## config.mk

```make
export PLATFORM = sky130hd
export DESIGN_NAME = uvs_divider
export DESIGN_NICKNAME = d
export VERILOG_FILES = /design/src/uvs_pkg.sv /design/src/uvs_divider.sv
export SDC_FILE = /design/constraint.sdc
export NUM_CORES = 2
export LEC_CHECK = 0
export BUFFER_PORTS_ARGS = -buffer_cell sky130_fd_sc_hd__buf_2
export CAP_MARGIN = 10
export CORE_MARGIN = 1.5
export CORE_UTILIZATION = 48
export CTS_CLUSTER_DIAMETER = 150
export CTS_CLUSTER_SIZE = 12
export DETAILED_ROUTE_END_ITERATION = 10
export GPL_ROUTABILITY_DRIVEN = 0
export SYNTH_ARGS = -nofsm -noshare
export SYNTH_HDL_FRONTEND = slang
export SYNTH_SLANG_ARGS = --single-unit
```

## constraint.sdc

```tcl
create_clock -name clk -period 3.3 [get_ports clk]
set_input_delay 0.165 -clock clk [delete_from_list [all_inputs] [get_ports clk]]
set_output_delay 0.165 -clock clk [all_outputs]
set_load 0.005 [all_outputs]
```

## src/uvs_pkg.sv

```systemverilog
// ----------------------------------------------------------------------------
// uvs_pkg
// Shared types and constants of the UV sphere vertex generator.
// ----------------------------------------------------------------------------
package uvs_pkg;

  // count registers above this limit are used as the limit
  localparam logic [15:0] MAX_DIVISIONS = 16'd1023;
  localparam int TRIG_ITER_DEF = 16;
  localparam int ATAN_LEN = 24;

  // numerator width of the long dividers, one quotient bit per stage
  localparam int DIV_NW = 42;
  localparam int DIV_DW = 11;

  // pipeline stages besides the divider and the CORDIC iterations
  localparam int EXTRA_STAGES = 7;

  localparam logic signed [33:0] CORDIC_GAIN = 34'sd652032874;

  // arctangent of 2^-k in turns, 2^32 is a full turn
  localparam logic [31:0] ATAN_TURNS [ATAN_LEN] = '{
    32'h20000000, 32'h12E4051E, 32'h09FB385B, 32'h051111D4, 32'h028B0D43,
    32'h0145D7E1, 32'h00A2F61E, 32'h00517C55, 32'h0028BE53, 32'h00145F2F,
    32'h000A2F98, 32'h000517CC, 32'h00028BE6, 32'h000145F3, 32'h0000A2F9,
    32'h0000517C, 32'h000028BE, 32'h0000145F, 32'h00000A2F, 32'h00000517,
    32'h0000028B, 32'h00000145, 32'h000000A2, 32'h00000051
  };

  // register map, word index
  localparam logic [1:0] REG_STACK_COUNT   = 2'd0;
  localparam logic [1:0] REG_SLICE_COUNT   = 2'd1;
  localparam logic [1:0] REG_SPHERE_RADIUS = 2'd2;

  // quadrant of a phase
  localparam logic [1:0] QUAD_0 = 2'd0;
  localparam logic [1:0] QUAD_1 = 2'd1;
  localparam logic [1:0] QUAD_2 = 2'd2;
  localparam logic [1:0] QUAD_3 = 2'd3;

  typedef struct packed {
    logic valid;
    logic err;
  } div_side_t;

  typedef struct packed {
    logic        valid;
    logic        err;
    logic [16:0] tex_u;
    logic [16:0] tex_v;
    logic [1:0]  quad_phi;
    logic [1:0]  quad_theta;
  } trig_side_t;

  typedef struct packed {
    logic        valid;
    logic        err;
    logic [16:0] tex_u;
    logic [16:0] tex_v;
  } tail_side_t;

endpackage

```

## src/uvs_divider.sv

```systemverilog
// ----------------------------------------------------------------------------
// uvs_divider
// Pipelined restoring divider, one quotient bit per stage, unsigned.
// ----------------------------------------------------------------------------
module uvs_divider import uvs_pkg::*; #(
  parameter int NW = DIV_NW,
  parameter int DW = DIV_DW
) (
  input  logic          clk,
  input  logic [NW-1:0] num,
  input  logic [DW-1:0] den,
  output logic [NW-1:0] quo
);

  logic [DW-1:0] rem_r  [NW];
  logic [NW-1:0] work_r [NW];
  logic [DW-1:0] den_r  [NW];

  for (genvar k = 0; k < NW; k++) begin : g_stage
    logic [DW-1:0] rem_in;
    logic [NW-1:0] work_in;
    logic [DW-1:0] den_in;
    logic [DW:0]   trial;
    logic          fits;
    logic [DW-1:0] rem_nxt;
    logic [NW-1:0] work_nxt;

    if (k == 0) begin : g_first
      assign rem_in  = '0;
      assign work_in = num;
      assign den_in  = den;
    end else begin : g_next
      assign rem_in  = rem_r[k-1];
      assign work_in = work_r[k-1];
      assign den_in  = den_r[k-1];
    end

    // numerator bits leave at the top, quotient bits enter at the bottom
    always_comb begin
      trial    = {rem_in, work_in[NW-1]};
      fits     = (trial >= {1'b0, den_in});
      rem_nxt  = fits ? DW'(trial - {1'b0, den_in}) : trial[DW-1:0];
      work_nxt = {work_in[NW-2:0], fits};
    end

    always_ff @(posedge clk) begin
      rem_r[k]  <= rem_nxt;
      work_r[k] <= work_nxt;
      den_r[k]  <= den_in;
    end
  end

  assign quo = work_r[NW-1];

endmodule

```

# Yosys cells after proc, flatten, opt, wreduce, memory -nomap -nowiden
# Memory sizes are Yosys's and may differ from the RTL's.
# Index checks and enable logic that the tools add are counted.
[totals]
latch_bits = 0
output_inout_bits = 42
elab_cells = 129
romBits = 0
regBits = 0
ramBits = 2688
mem_count = 3
[op_classes]
bitwise_logic = 0
shift = 0
div_mod_pow = 0
n_eq_ne = 0
mul = 0
n_reduce_logical = 0
n_lt_le_gt_ge = 42
addsub = 42
n_mux = 42
[mem_list]
columns = ["memory", "words", "width", "read_ports", "rd_clocked_by_memory_dff", "write_ports", "line_no", "source"]
rows = [
  ["work_r", 42, 42, 42, 0, 42, "uvs_divider.sv:16", "logic [NW-1:0] work_r [NW];"],
  ["den_r", 42, 11, 41, 0, 42, "uvs_divider.sv:17", "logic [DW-1:0] den_r [NW];"],
  ["rem_r", 42, 11, 41, 0, 42, "uvs_divider.sv:15", "logic [DW-1:0] rem_r [NW];"],
]
[ops]
columns = ["operator", "n"]
rows = [
  ["12-bit by 11-bit >= comparator with 1-bit output", 41],
  ["11-bit two-way mux", 42],
  ["11-bit subtractor", 41],
  ["1-bit by 11-bit >= comparator with 1-bit output", 1],
  ["1-bit by 11-bit subtractor with 11-bit output", 1],
]

# Depth between registers and ports, before layout
# An unclocked memory read counts as a cell.
[logic_depth]
depth_word = 3
depth_mapped = 10

# Least setup slack after synthesis
# Ideal clock, no wire load.
[synth_path]
path_type = "flip-flop to flip-flop"
from = "memory work_r[0][83] (netlist name)"
to = "memory rem_r[0][29] (netlist name)"
setup_time_ns = 0.121
synth_period_minus_slack_ns = 2.295
slack_ns = 1.005
t_required_ns = 3.179
n_path_buf = 1
arrival_ns = 2.174
path_stages_with_launch = 11
path_cell_list = "dfxtp_1 inv_1 ha_1 fa_1 nor2b_4 o21ai_1 nand3b_1 a21oi_1 o21ai_1 buf_2 mux2_2"
[synth_rtl]
columns = ["item", "line_no"]
rows = [
  ["start: declaration", "uvs_divider.sv:16"],
  ["end: declaration", "uvs_divider.sv:15"],
]

==> qor.yml <==
viasPerCell: 4.80
whs_path_depth: 4
final_cell_mix: "dfxtp_1, inv_1, ha_1"
finalClockSkew_ns: 0.0604
avgSynthCellArea_um2: 12.7
p_int_uw: 65000
worstPathRequired_ns: 4.00
leakage_uw: 0.0401
final_common_cell: "dfxtp_1"
postLayoutCoreUtil_pct: 54.7
dieArea_um2: 171000
wire_per_inst_um: 13.9
p_clk_share_pct: 25.9
drive_gt1_share_pct: 7.34
hold_viol_final: 0
via_count: 43145
clkLatencyLatePin_ns: 0.86
synth_async_sr_flop_share_pct: 0
cts_tree: "built"
ys_top_cells_by_area: "dfxtp_1, ha_1, mux2_1"
fin_crit_sh_pct: 81.8
fillers: 14034
fin_nets: 7308
report.final.slew_viol_count: 0
worst_pin_slew_ns: 1.15
cts_resized: 0
power_density_nw_per_um2: 1000
max_freq_mhz: 370
ir_worst_vdd_uv: 581
pin_count: 96
end_kind: "flip-flop"
ys_ff_latch: 2666
grt.overflow.total: 0
synth_edf_count: 0
dpl.hpwl_mm: 86.8
drcViolationCount: 0
synth_nets: 6911
setup_viol: 0
cts_max_level: 4
cts_setup_buffers: 0
grt_usage_pct: 14.7
grt_antenna_before_repair: 2
power_uw: 91400
ant_nets: 0
cts_buffer_depth: 3
ff_latch_area_um2: 53400
cts_buffers: 240
drt_iter0_drc: 1986
worst_setup_path_start_kind: "flip-flop"
cp_data_arrival_time_ns: 3.40
finalCriticalPeriod_ns: 2.70
clock_sinks: 2666
hold_class: "in2reg"
path_class: "reg2reg"
critPathMaxFanout: 7
yosysWarnings: 0
grt_pass1_wl_mm: 209
synth.distinct_cells: 55
syn-cell-area_um2: 80700
portBuffers: 95
pwr-share-seq_pct: 46.1
run_status: "finished, final reports clean"
rows: 150
hold_ws_ns: 0.155
die_h_um: 413
grt_max_degree: 21
core_area_um2: 167000
syn_to_final_growth_pct: 13.2
cts_root_buf: "clkbuf_16"
multi_input_area_um2: 24900
totalWireLength_mm: 125
netlist.area_leader.share_pct: 66.2
slew_headroom_pct: 23.3
yosysTopAreaCell: "dfxtp_1"
ys.flop_type: "dfxtp_1"
stdcell_count: 8980
synth_cells: 6364
rsz0062_at_grt: "false"
die_w_um: 413
firstDrtPassIters: 5
power_frac_comb_pct: 28.0
grt_pass1_vias: 42936
sw_frac_of_total_pct: 28.9
setup_tns_ns: 0
ys_seq_area_share_pct: 66.2
r2r_cells: 9
clk_pin_slew_ns: 0.06
maxCapViolations: 0
switching_power_uw: 26400
dpl.cell_count: 8618
initial_core_util_pct: 48.3
kinds of logic (layout without fill, tap and decap cells):
family | Yosys count | in the layout | synth area share [%]
other | 0 | 1 | 0
AO/OA/AOI/OAI | 907 | 907 | 7.44
buffers and inverters | 626 | 1037 | 3.00
AND/OR/NAND/NOR | 923 | 923 | 5.99
flip-flops | 2666 | 2666 | 66.2
XOR/XNOR | 319 | 319 | 3.46
adder cells (fa/ha/maj) | 493 | 493 | 8.02
multiplexers | 430 | 430 | 5.94
flip-flops by register name, summed over array words and instances, names as in the netlist:
| signal | flops |
|---|---|
| den_r | 451 |
| rem_r | 451 |
| work_r | 1764 |
power by group through the flow:
| stage | logic [µW] | registers (µW) | clock network (µW) |
|---|---|---|---|
| floorplan | 20600 | 41700 | 0 |
| global placement | 24800 | 43000 | 0 |
| detailed placement | 25300 | 43000 | 0 |
| CTS | 25600 | 42400 | 24700 |
| global route | 28700 | 43000 | 25900 |
| finish | 25600 | 42200 | 23700 |
critical path, cell delays in order (launching register included):
cell and delay [ns]:
dfxtp_1 0.38, ha_1 0.24, fa_1 0.45, nor2b_4 0.14, o21ai_1 0.08, nand3b_1 0.10
a21oi_1 0.07, o21ai_1 0.47, buf_4 0.27, mux2_1 0.34
worst paths after layout:
path | to | from | slack, ns
setup / recovery | rem_r[1][156]$_DFF_P_ | den_r[1][143]$_DFF_P_ | 0.60
hold / removal | rem_r[0][0]$_DFF_P_ | num[41] | 0.15
setup reg to reg | rem_r[1][156]$_DFF_P_ | den_r[1][143]$_DFF_P_ | 0.60
hold reg to reg | work_r[0][547]$_DFF_P_ | work_r[0][504]$_DFF_P_ | 0.26
cell type report:
cell class / instances / share of cell area [%]
Inverter: 541 / 2.22
Timing Repair Buffer: 240 / 2.00
Clock inverter: 16 / 0.460
Sequential cell: 2666 / 58.5
Multi-Input combinational cell: 3072 / 27.3
Clock buffer: 240 / 6.58
Antenna cell: 1 / 0.00274
Tap cell: 2204 / 3.02
layer usage:
metal	GRT usage (%)	vias to the layer above	routed length, µm
met5	0	-	0
li1	-	22101	-
met4	5.50	0	3610
met2	23.9	807	56800
met3	2.94	291	5130
met1	19.3	19946	59100
cell usage after synthesis, types with 41 or more instances:
library cell,number
mux2_1,275
xor2_1,60
ha_1,453
nor3_1,73
a21o_1,84
o21ai_1,96
o2111ai_1,54
nand4_1,41
nand2_1,112
dfxtp_1,2666
a21oi_1,250
nand3_1,95
mux2_2,60
xnor2_1,259
nor2_1,319
buf_2,51
inv_1,539
o21a_1,105
nor2b_1,56
nand2b_1,59
mux2i_1,82
repair_timing:
item / CTS / global route
hold endpoints to repair: 64 / 0
hold buffers: 105 / 0
setup endpoints to repair: 0 / 0
stage by stage:
stage / setup WS (ns) / instance area, µm²
4_1_cts: 0.589 / 91300
3_3_place_gp: 0.652 / 83800
6_report: 0.599 / 91300
5_1_grt: 0.400 / 91300
3_5_place_dp: 0.611 / 83800
2_1_floorplan: 1.00 / 80700
(Power assumes the default switching activity.)
